--- config.mk ---
export PLATFORM = sky130hd
export DESIGN_NAME = nrm_ctrl
export DESIGN_NICKNAME = d
export VERILOG_FILES = /design/src/nrm_pkg.sv /design/src/nrm_ctrl.sv
export SDC_FILE = /design/constraint.sdc
export NUM_CORES = 1
export LEC_CHECK = 0
export BUFFER_PORTS_ARGS = -buffer_cell sky130_fd_sc_hd__buf_2
export CAP_MARGIN = 0
export CORE_AREA = 2 2 39 41
export DETAILED_ROUTE_END_ITERATION = 6
export DIE_AREA = 0 0 41 43
export GPL_ROUTABILITY_DRIVEN = 0
export SLEW_MARGIN = 30
export SYNTH_ARGS = -nofsm -noshare
export SYNTH_HDL_FRONTEND = slang
export SYNTH_SLANG_ARGS = --single-unit
--- constraint.sdc ---
create_clock -name clk -period 1.4 [get_ports clk]
set_input_delay 0.21 -clock clk [delete_from_list [all_inputs] [get_ports clk]]
set_output_delay 0.21 -clock clk [all_outputs]
set_load 0.01 [all_outputs]
--- src/nrm_pkg.sv ---
// ----------------------------------------------------------------------------
// nrm_pkg
// Types, constants and the letter-to-factor map of the range minimum core.
// ----------------------------------------------------------------------------
package nrm_pkg;

  localparam int POS_W    = 12;
  localparam int LETTER_W = 8;
  localparam int FACTOR_W = 3;

  localparam logic FUNC_LOAD  = 1'b0;
  localparam logic FUNC_QUERY = 1'b1;

  localparam logic [LETTER_W-1:0] CHAR_A = 8'h41;
  localparam logic [LETTER_W-1:0] CHAR_C = 8'h43;
  localparam logic [LETTER_W-1:0] CHAR_G = 8'h47;
  localparam logic [LETTER_W-1:0] CHAR_T = 8'h54;

  localparam logic [FACTOR_W-1:0] FACTOR_INVALID = 3'd0;
  localparam logic [FACTOR_W-1:0] FACTOR_A       = 3'd1;
  localparam logic [FACTOR_W-1:0] FACTOR_C       = 3'd2;
  localparam logic [FACTOR_W-1:0] FACTOR_G       = 3'd3;
  localparam logic [FACTOR_W-1:0] FACTOR_T       = 3'd4;
  localparam logic [FACTOR_W-1:0] FACTOR_NONE    = 3'd7;

  typedef logic [FACTOR_W-1:0] factor_t;

  // Commands from the controller to the datapath.
  typedef struct packed {
    logic wr_en;     // load transaction accepted
    logic q_start;   // query transaction accepted
    logic rd_en;     // read the entry at the scan pointer and advance
    logic acc_en;    // fold the returned entry into the running minimum
    logic out_load;  // move the result into the output register
  } nrm_cmd_t;

  // Status from the datapath to the controller.
  typedef struct packed {
    logic q_empty;   // query range holds no position
    logic q_last;    // scan pointer sits on the last position
  } nrm_sts_t;

  function automatic factor_t letter_factor(input logic [LETTER_W-1:0] b);
    factor_t f;
    unique case (b)
      CHAR_A:  f = FACTOR_A;
      CHAR_C:  f = FACTOR_C;
      CHAR_G:  f = FACTOR_G;
      CHAR_T:  f = FACTOR_T;
      default: f = FACTOR_INVALID;
    endcase
    return f;
  endfunction

endpackage

--- src/nrm_ctrl.sv ---
// ----------------------------------------------------------------------------
// nrm_ctrl
// Controller: handshakes, scan sequencing and output register valid.
// ----------------------------------------------------------------------------
module nrm_ctrl
  import nrm_pkg::*;
(
  input  logic     clk,
  input  logic     rst_n,
  input  logic     in_valid,
  output logic     in_ready,
  input  logic     in_func,
  output logic     out_valid,
  input  logic     out_ready,
  input  nrm_sts_t sts,
  output nrm_cmd_t cmd
);

  localparam logic [1:0] ST_IDLE  = 2'd0;
  localparam logic [1:0] ST_SCAN  = 2'd1;
  localparam logic [1:0] ST_DRAIN = 2'd2;
  localparam logic [1:0] ST_DONE  = 2'd3;

  logic [1:0] state_r, state_nxt;
  logic       rd_pend_r, rd_pend_nxt;
  logic       out_valid_r, out_valid_nxt;
  logic       in_acc;
  logic       out_free;

  assign in_ready = (state_r == ST_IDLE);
  assign in_acc   = in_valid && in_ready;
  assign out_free = !out_valid_r || out_ready;

  always_comb begin
    state_nxt    = state_r;
    cmd          = '0;
    cmd.wr_en    = in_acc && (in_func == FUNC_LOAD);
    cmd.q_start  = in_acc && (in_func == FUNC_QUERY);
    cmd.acc_en   = rd_pend_r;
    unique case (state_r)
      ST_IDLE: begin
        if (cmd.q_start) begin
          state_nxt = sts.q_empty ? ST_DONE : ST_SCAN;
        end
      end
      ST_SCAN: begin
        cmd.rd_en = 1'b1;
        if (sts.q_last) begin
          state_nxt = ST_DRAIN;
        end
      end
      ST_DRAIN: begin
        state_nxt = ST_DONE;
      end
      ST_DONE: begin
        if (out_free) begin
          cmd.out_load = 1'b1;
          state_nxt    = ST_IDLE;
        end
      end
      default: state_nxt = ST_IDLE;
    endcase
  end

  assign rd_pend_nxt   = cmd.rd_en;
  assign out_valid_nxt = cmd.out_load ? 1'b1 : (out_ready ? 1'b0 : out_valid_r);

  always_ff @(posedge clk) begin
    if (!rst_n) begin
      state_r     <= ST_IDLE;
      rd_pend_r   <= 1'b0;
      out_valid_r <= 1'b0;
    end else begin
      state_r     <= state_nxt;
      rd_pend_r   <= rd_pend_nxt;
      out_valid_r <= out_valid_nxt;
    end
  end

  assign out_valid = out_valid_r;

endmodule

==> flow_summary.yaml, run 1 <==
clocking:
  cts_root_buf: "clkbuf_4"
  cts_buffer_depth: 2
  clk_pin_slew_ns: 0.04
  htreeDepth: 1
  ctsHoldBuffers: 0
  clock-sinks: 4
  insertion_delay_ns: 0.23
  cts_tree: "done"
  cts_buffers: 3
timing:
  rsz0062_at_grt: "yes"
  hold_viol_final: 0
  finalCritPeriodShare_pct: 96.2
  tightestPinTransition_ns: 0.264
  slew_violations: 0
  setup_tns_ns: 0
  finalWorstSetupSlack_ns: 0.0536
  finalSetupViolations: 0
  clock_skew_ns: 0.00406
  slew_headroom_pct: 82.4
  fin_crit_ns: 1.35
  fmax_ghz: 0.743
synth:
  synth_top_area_share_pct: 28.2
  synth_area_leader_cell: "dfxtp_1"
  syn_nets: 41
  ys_ff_latch: 4
  syn_area_per_cell_sq_um: 9.47
  yosysWarnings: 0
  syn_inst: 30
  seq_area_frac_synth_pct: 28.2
  synth_area_leaders: "dfxtp_1 (28%), ha_1 (18%), buf_4 (7.9%), inv_1 (5.3%), nor2b_4 (4.8%)"
  ys_types: 17
  syn_area_sq_um: 284
worst_setup_path:
  slowest_delay_ns: 0.35
  worstPathMaxFanout: 4
  start_kind: "flop"
  r2r-end: "state_r[1]"
  r2r_slack_ns: 0.09
  crit_required_ns: 1.19
  critPathKind: "reg2out"
  critPathCaptureType: "output port"
  path_cells: "inv_4, ha_4, buf_6, nand2_2, nor2_1, buf_2"
  slowest_stage: "dfxtp_4"
  r2r_start: "state_r[0]"
  r2r_cells: 7
  arrival_ns: 1.14
floorplan:
  coreArea_sq_um: 1380
  die_area_sq_um: 1760
  die_h_microns: 43
  io_pins: 14
  die_x_microns: 41
  start_util_pct: 20.5
  rows: 14
min_path:
  hold_start: "rst_n"
  worst_hold_path.endpoint: "out_valid"
  holdPathStages: 2
  worstHoldPathType: "in2reg"
grt:
  grt_start_max_net_pins: 6
  antenna_found_initial: 0
  grt-ovfl-total: 0
  grt_pass1_wl_microns: 779
  grt.total_usage_pct: 7.02
  grt_pass1_vias: 211
layout:
  final_common_cell: "buf_2"
  fin_util_pct: 30.7
  syn2layout_area_growth_pct: 49.8
  diodes: 0
  register_area_sq_um: 85.1
  drive_gt1_share_pct: 61.7
  final_cell_mix: "buf_2 (13), ha_1 (3), clkbuf_4 (3), buf_4 (3)"
  multiInputGateArea_sq_um: 181
  fillers: 159
  design_area_sq_um: 425
  nets: 60
power:
  p_total_mw: 0.927
  power.share.clock_pct: 15.2
  p_leak_nw: 0.230
  ir_drop_uv: 573
  netSwitchingFraction_pct: 35.2
  powerDensity_nw_per_um2: 2180
  comb_power_share_pct: 62.5
  intPower_mw: 0.601
  power_frac_seq_pct: 22.2
  switchingPower_mw: 0.326
detailed_routing:
  drc: 0
  ant_nets: 0
  first_pass_iters: 4
  vias: 252
  drt_iter0_markers: 8
  routedWlPerCell_microns: 8.41
  via_per_inst: 4.00
  route.final.wire_length_microns: 530
placement:
  dp_hpwl_microns: 445
  placed_cell_area_sq_um: 372
  port_buffers: 13
  place_worst_setup_slack_ns: 0.0226
job:
  drv_cap: 0
outcome:
  status: "completed"
flip-flops by register name, summed over array words and instances (netlist names):
| name | flops |
|---|---|
| rd_pend_r | 1 |
| out_valid | 1 |
| state_r | 2 |
power by group through the flow:
stage / logic [mW] / registers, mW / clock network [mW]
2_1_floorplan: 0.328 / 0.181 / 0
3_3_place_gp: 0.487 / 0.184 / 0
3_5_place_dp: 0.496 / 0.186 / 0
4_1_cts: 0.531 / 0.196 / 0.150
5_1_grt: 0.645 / 0.213 / 0.160
6_report: 0.580 / 0.206 / 0.141
worst max-delay path, delay by kind of cell (launching register included):
| family | cells | cell delay (ns) |
|---|---|---|
| buf+inv | 3 | 0.29 |
| fa+ha+maj | 1 | 0.15 |
| simple gates | 2 | 0.11 |
| flops | 1 | 0.35 |
cells in the mapped netlist:
cell type / instances
mux2_2: 1
or2_0: 1
inv_1: 4
nand2_1: 3
a222oi_1: 1
nor2_1: 1
o211a_1: 1
nor2b_1: 1
buf_4: 3
dfxtp_1: 4
a221o_1: 1
ha_1: 4
and2_1: 1
mux2i_1: 1
nand3_2: 1
o21a_1: 1
nor2b_4: 1
routing by layer:
layer / track usage, % / up-vias / routed length [microns]
li1: - / 132 / -
met1: 7.37 / 108 / 227
met2: 10.0 / 12 / 257
met3: 6.28 / 0 / 45
met4: 2.00 / 0 / 0
met5: 0 / - / 0
cell families (layout without fill, tap and decap cells):
logic type                 Yosys count  count (layout)  synth area share [%]
and+or+nand+nor                      9               9                  20.3
buffers and inverters                7              24                  13.2
adders and majority gates            4               4                  17.6
AOI/OAI and AO/OA                    4               4                  13.2
DFF                                  4               4                  28.2
muxes                                2               2                  7.49
worst max path at each step:
stage / startpoint / endpoint / slack [ns] / cells past startpoint
2_1_floorplan: state_r[0] / state_r[0] / 0.07 / 5
3_3_place_gp: state_r[0] / state_r[0] / 0.05 / 5
3_5_place_dp: state_r[1] / state_r[0] / 0.02 / 5
4_1_cts: state_r[1] / cmd[4] / 0.03 / 6
5_1_grt: state_r[1] / cmd[4] / -0.03 / 6
6_report: state_r[1] / cmd[4] / 0.05 / 6
repair_timing:
item	4_1_cts	5_1_grt
buffers inserted	0	1
endpoints found under the setup margin	1	1
gates resized for setup	5	4
pin swaps	0	2
area by class of cell:
| class | instances | share of cell area, % |
|---|---|---|
| multi-input combinational | 19 | 42.6 |
| timing repair buffer | 17 | 23.2 |
| sequential | 4 | 20.0 |
| clock buffer | 3 | 5.29 |
| tap | 16 | 4.71 |
| inverter | 4 | 4.12 |
per-stage QoR:
stage                     std cells  hold WS [ns]
final                            63         0.244
after global routing             63         0.253
after CTS                        62         0.235
after detailed placement         59         0.479
after global placement           59         0.487
after floorplan                  30         0.328
No activity file was read; power rests on OpenSTA's default activity.
==> run 2, diff against run 1 <==
--- a/config.mk
+++ b/config.mk
@@ -5,7 +5,7 @@
 export SDC_FILE = /design/constraint.sdc
 export NUM_CORES = 1
 export LEC_CHECK = 0
-export BUFFER_PORTS_ARGS = -buffer_cell sky130_fd_sc_hd__buf_2
+export BUFFER_PORTS_ARGS = -buffer_cell sky130_fd_sc_hd__buf_4
 export CAP_MARGIN = 0
 export CORE_AREA = 2 2 39 41
 export DETAILED_ROUTE_END_ITERATION = 6
==> flow_summary.yaml, run 2 (synthesis results as in run 1) <==
min_path:
  holdPathStages: 2
  worstHoldPathType: "in2reg"
worst_setup_path:
  critPathCaptureType: "output port"
  cp_top_family: "buffers and inverters"
  path_cells: "inv_4, ha_4, buf_6, buf_4, buf_6"
  crit_top_cell: "buf_6"
  worstPathMaxFanout: 5
  r2r_slack_ns: 0.11
  r2r_cells: 5
  crit_required_ns: 1.19
  critical_path_buf_inv_count: 4
  start_kind: "flop"
  slowest_delay_ns: 0.37
  critPathKind: "reg2out"
  arrival_ns: 1.15
  slowest_stage: "dfxtp_4"
  cp_num_cells: 5
floorplan:
  start_util_pct: 20.5
  io_pins: 14
  die_h_microns: 43
  coreArea_sq_um: 1380
  rows: 14
  die_x_microns: 41
  die_area_sq_um: 1760
placement:
  port_buffers: 13
  dp_hpwl_microns: 439
  place_worst_setup_slack_ns: 0.0264
  placed_cell_area_sq_um: 404
power:
  power.share.clock_pct: 14.1
  switchingPower_mw: 0.344
  p_total_mw: 1.02
  netSwitchingFraction_pct: 33.8
  comb_power_share_pct: 65.9
  power_frac_seq_pct: 20.0
  p_leak_nw: 0.243
  powerDensity_nw_per_um2: 2170
  intPower_mw: 0.674
  ir_drop_uv: 708
grt:
  grt_start_max_net_pins: 6
  grt-ovfl-total: 0
  grt_pass1_vias: 228
  grt_pass1_wl_microns: 793
  grt.total_usage_pct: 7.32
  antenna_found_initial: 0
detailed_routing:
  routedWlPerCell_microns: 9.25
  drt_iter0_markers: 3
  ant_nets: 0
  first_pass_iters: 4
  vias: 262
  drc: 0
  route.final.wire_length_microns: 592
  via_per_inst: 4.09
layout:
  nets: 61
  drive_gt1_share_pct: 62.5
  final_cell_mix: "buf_4 (16), ha_1 (3), clkbuf_4 (3)"
  diodes: 0
  regMostFlops: "state_r"
  final_common_cell: "buf_4"
  design_area_sq_um: 469
  largest_register_ffs: 2
  syn2layout_area_growth_pct: 65.2
clocking:
  htreeDepth: 1
  clock-sinks: 4
  ctsHoldBuffers: 0
  cts_tree: "done"
  insertion_delay_ns: 0.23
  clk_pin_slew_ns: 0.04
  cts_buffers: 3
  cts_root_buf: "clkbuf_4"
  cts_buffer_depth: 2
outcome:
  status: "completed"
timing:
  slew_headroom_pct: 82.8
  fin_crit_ns: 1.36
  finalSetupViolations: 0
  tightestPinTransition_ns: 0.258
  setup_tns_ns: 0
  rsz0062_at_grt: "yes"
  finalWorstSetupSlack_ns: 0.0384
  fmax_ghz: 0.734
  hold_viol_final: 0
  slew_violations: 0
  clock_skew_ns: 0.00114
  finalCritPeriodShare_pct: 97.3
job:
  drv_cap: 0
run 2: changes by cell type in the layout (fill, tap and decap cells not counted), sizes merged:
cell	before	now
buf	17	18
run 2: worst reg2reg max path, delay by kind of cell, from the launching register on:
family / cells / cell delay [ns]
simple gates: 1 / 0.19
buf+inv: 1 / 0.13
fa+ha+maj: 1 / 0.16
compound gates: 2 / 0.38
flops: 1 / 0.32
run 2: repair_timing:
action | CTS | global route
buffers inserted | 1 | 1
endpoints found under the setup margin | 2 | 2
pin swaps | 0 | 2
gates resized for setup | 4 | 6
endpoints found under the hold margin | 0 | 0
run 2: per-stage QoR:
step | util, % | instances | hold WS, ns
floorplan | - | 30 | 0.328
global placement | 29.2 | 59 | 0.459
finish | 33.9 | 64 | 0.220
detailed placement | 29.2 | 59 | 0.453
CTS | 32.3 | 63 | 0.211
global route | 33.9 | 64 | 0.242
run 2: area by class of cell:
class	count	area [sq um]
Inverter	4	17.5
Fill cell	147	915
Timing Repair Buffer	18	143
Sequential cell	4	85.1
Clock buffer	3	22.5
Tap cell	16	20.0
Multi-Input combinational cell	19	181
run 2: final timing paths:
check,startpoint,to
max,state_r[0],in_ready
max reg2reg,state_r[1],state_r[0]
min,rst_n,out_valid
min reg2reg,state_r[0],state_r[0]
run 2: per-layer routing:
layer | GRT usage (%) | part of all wire, %
met4 | 10.0 | 0
met5 | 0 | 0
met1 | 8.33 | 38
met3 | 1.57 | 7.4
met2 | 9.06 | 55
run 2: power groups by stage:
stage	clock (mW)	combinational [mW]	sequential, mW
after floorplan	0	0.328	0.181
after global placement	0	0.521	0.187
after detailed placement	0	0.533	0.186
after CTS	0.154	0.593	0.190
after global routing	0.157	0.728	0.209
final	0.143	0.670	0.204
==> run 3, diff against run 2 <==
--- a/config.mk
+++ b/config.mk
@@ -8,9 +8,11 @@
 export BUFFER_PORTS_ARGS = -buffer_cell sky130_fd_sc_hd__buf_4
 export CAP_MARGIN = 0
 export CORE_AREA = 2 2 39 41
+export CTS_BUF_LIST = sky130_fd_sc_hd__clkbuf_2 sky130_fd_sc_hd__clkbuf_4 sky130_fd_sc_hd__clkbuf_8
 export DETAILED_ROUTE_END_ITERATION = 6
 export DIE_AREA = 0 0 41 43
 export GPL_ROUTABILITY_DRIVEN = 0
+export PLACE_DENSITY = 0.48
 export SLEW_MARGIN = 30
 export SYNTH_ARGS = -nofsm -noshare
 export SYNTH_HDL_FRONTEND = slang
==> flow_summary.yaml, run 3 (synthesis results as in run 1) <==
worst_setup_path:
  crit_required_ns: 1.19
  start_kind: "flop"
  critPathCaptureType: "output port"
  critPathKind: "reg2out"
  r2r_cells: 5
  crit_top_cell: "buf_4"
  worstPathMaxFanout: 4
  r2r-end: "state_r[1]"
  r2r_slack_ns: 0.07
  slowest_stage: "dfxtp_4"
  path_cells: "ha_1, buf_4, nor2b_1, buf_4"
  arrival_ns: 1.17
  r2r_start: "state_r[1]"
  slowest_delay_ns: 0.35
clocking:
  htreeDepth: 1
  postCtsSetupRepairBufs: 0
  cts_buffer_depth: 2
  insertion_delay_ns: 0.23
  cts_buffers: 3
  ctsHoldBuffers: 0
  cts_tree: "done"
  clock-sinks: 4
  clk_pin_slew_ns: 0.04
  cts_root_buf: "clkbuf_4"
grt:
  grt.total_usage_pct: 7.92
  grt-ovfl-total: 0
  grt_pass1_vias: 228
  grt_pass1_wl_microns: 834
  antenna_found_initial: 0
  grt_start_max_net_pins: 6
layout:
  nets: 60
  final_common_cell: "buf_4"
  regMostFlops: "state_r"
  largest_register_ffs: 2
  final_cell_mix: "buf_4 (17), nand2_1 (3), clkbuf_4 (3)"
  final_cells: 63
  syn2layout_area_growth_pct: 59.9
  diodes: 0
  drive_gt1_share_pct: 61.7
detailed_routing:
  drt_iter0_markers: 3
  vias: 261
  via_per_inst: 4.14
  first_pass_iters: 4
  route.final.wire_length_microns: 570
  ant_nets: 0
  routedWlPerCell_microns: 9.05
  drc: 0
floorplan:
  io_pins: 14
  start_util_pct: 20.5
  die_h_microns: 43
  coreArea_sq_um: 1380
  rows: 14
  die_x_microns: 41
  die_area_sq_um: 1760
timing:
  slew_violations: 0
  finalWorstSetupSlack_ns: 0.0173
  fmax_ghz: 0.723
  hold_viol_final: 0
  tightestPinTransition_ns: 0.285
  finalCritPeriodShare_pct: 98.8
  slew_headroom_pct: 81.0
  finalSetupViolations: 0
  rsz0062_at_grt: "yes"
  fin_crit_ns: 1.38
  clock_skew_ns: 0.000847
placement:
  dp_hpwl_microns: 462
  placedCellCount: 60
  place_worst_setup_slack_ns: -0.0105
  port_buffers: 13
min_path:
  worst_hold_path.endpoint: "out_valid"
  worstHoldPathType: "in2reg"
  holdPathStages: 2
  hold_start: "rst_n"
outcome:
  status: "completed"
job:
  drv_cap: 0
power:
  p_total_mw: 0.921
  ir_drop_uv: 546
  p_leak_nw: 0.235
  powerDensity_nw_per_um2: 2030
## run 3: worst max-delay path by stage
stage               start         end  depth (start not counted)
2_1_floorplan  state_r[0]  state_r[0]                          5
3_3_place_gp   state_r[1]  state_r[1]                          5
3_5_place_dp   state_r[1]  state_r[1]                          5
4_1_cts        state_r[0]  state_r[1]                          6
5_1_grt        state_r[1]  state_r[1]                          5
6_report       state_r[1]      cmd[0]                          4
## run 3: where the power goes
| part | leakage, nW | switching, mW | internal (mW) | total, mW |
|---|---|---|---|---|
| Combinational | 0.187 | 0.231 | 0.342 | 0.574 |
| Sequential | 0.0338 | 0.0414 | 0.164 | 0.206 |
| Clock | 0.0138 | 0.0459 | 0.0958 | 0.142 |
| Total | 0.235 | 0.319 | 0.602 | 0.921 |
## run 3: metal layers
layer | wire [microns] | track usage [%] | share of wire [%] | vias to the layer above
met2 | 281 | 9.69 | 49 | 15
met3 | 76 | 9.42 | 13 | 0
met1 | 212 | 8.63 | 37 | 115
met5 | 0 | 0 | 0 | -
li1 | - | - | - | 131
met4 | 0 | 2.00 | 0 | 0
## run 3: layout make-up
cell class,instances,area [sq um]
multi-input cells,19,181
well taps,16,20.0
flip-flops and latches,4,85.1
fillers,144,930
clock buffers,3,22.5
repair buffers,17,128
inverters,4,17.5
## run 3: worst max-delay path: cells and delay by family (launching register included)
family | cells | cell delay, ns
adders and majority gates | 1 | 0.19
buffers and inverters | 2 | 0.28
and+or+nand+nor | 1 | 0.12
DFF | 1 | 0.35
## run 3: repair_timing
action | in CTS | in global routing
resized for setup | 1 | 7
endpoints found under the hold margin | 0 | 0
setup endpoints to repair | 1 | 6
pin swaps | 1 | 2
## run 3: through the flow
step	util [%]	hold WS [ns]	setup TNS [ns]	area, sq um
CTS	31.5	0.209	0	435
global route	32.8	0.220	-0.0803	454
global placement	29.7	0.461	-0.00284	412
finish	32.8	0.217	0	454
detailed placement	29.7	0.458	-0.0105	412
floorplan	-	0.328	0	287
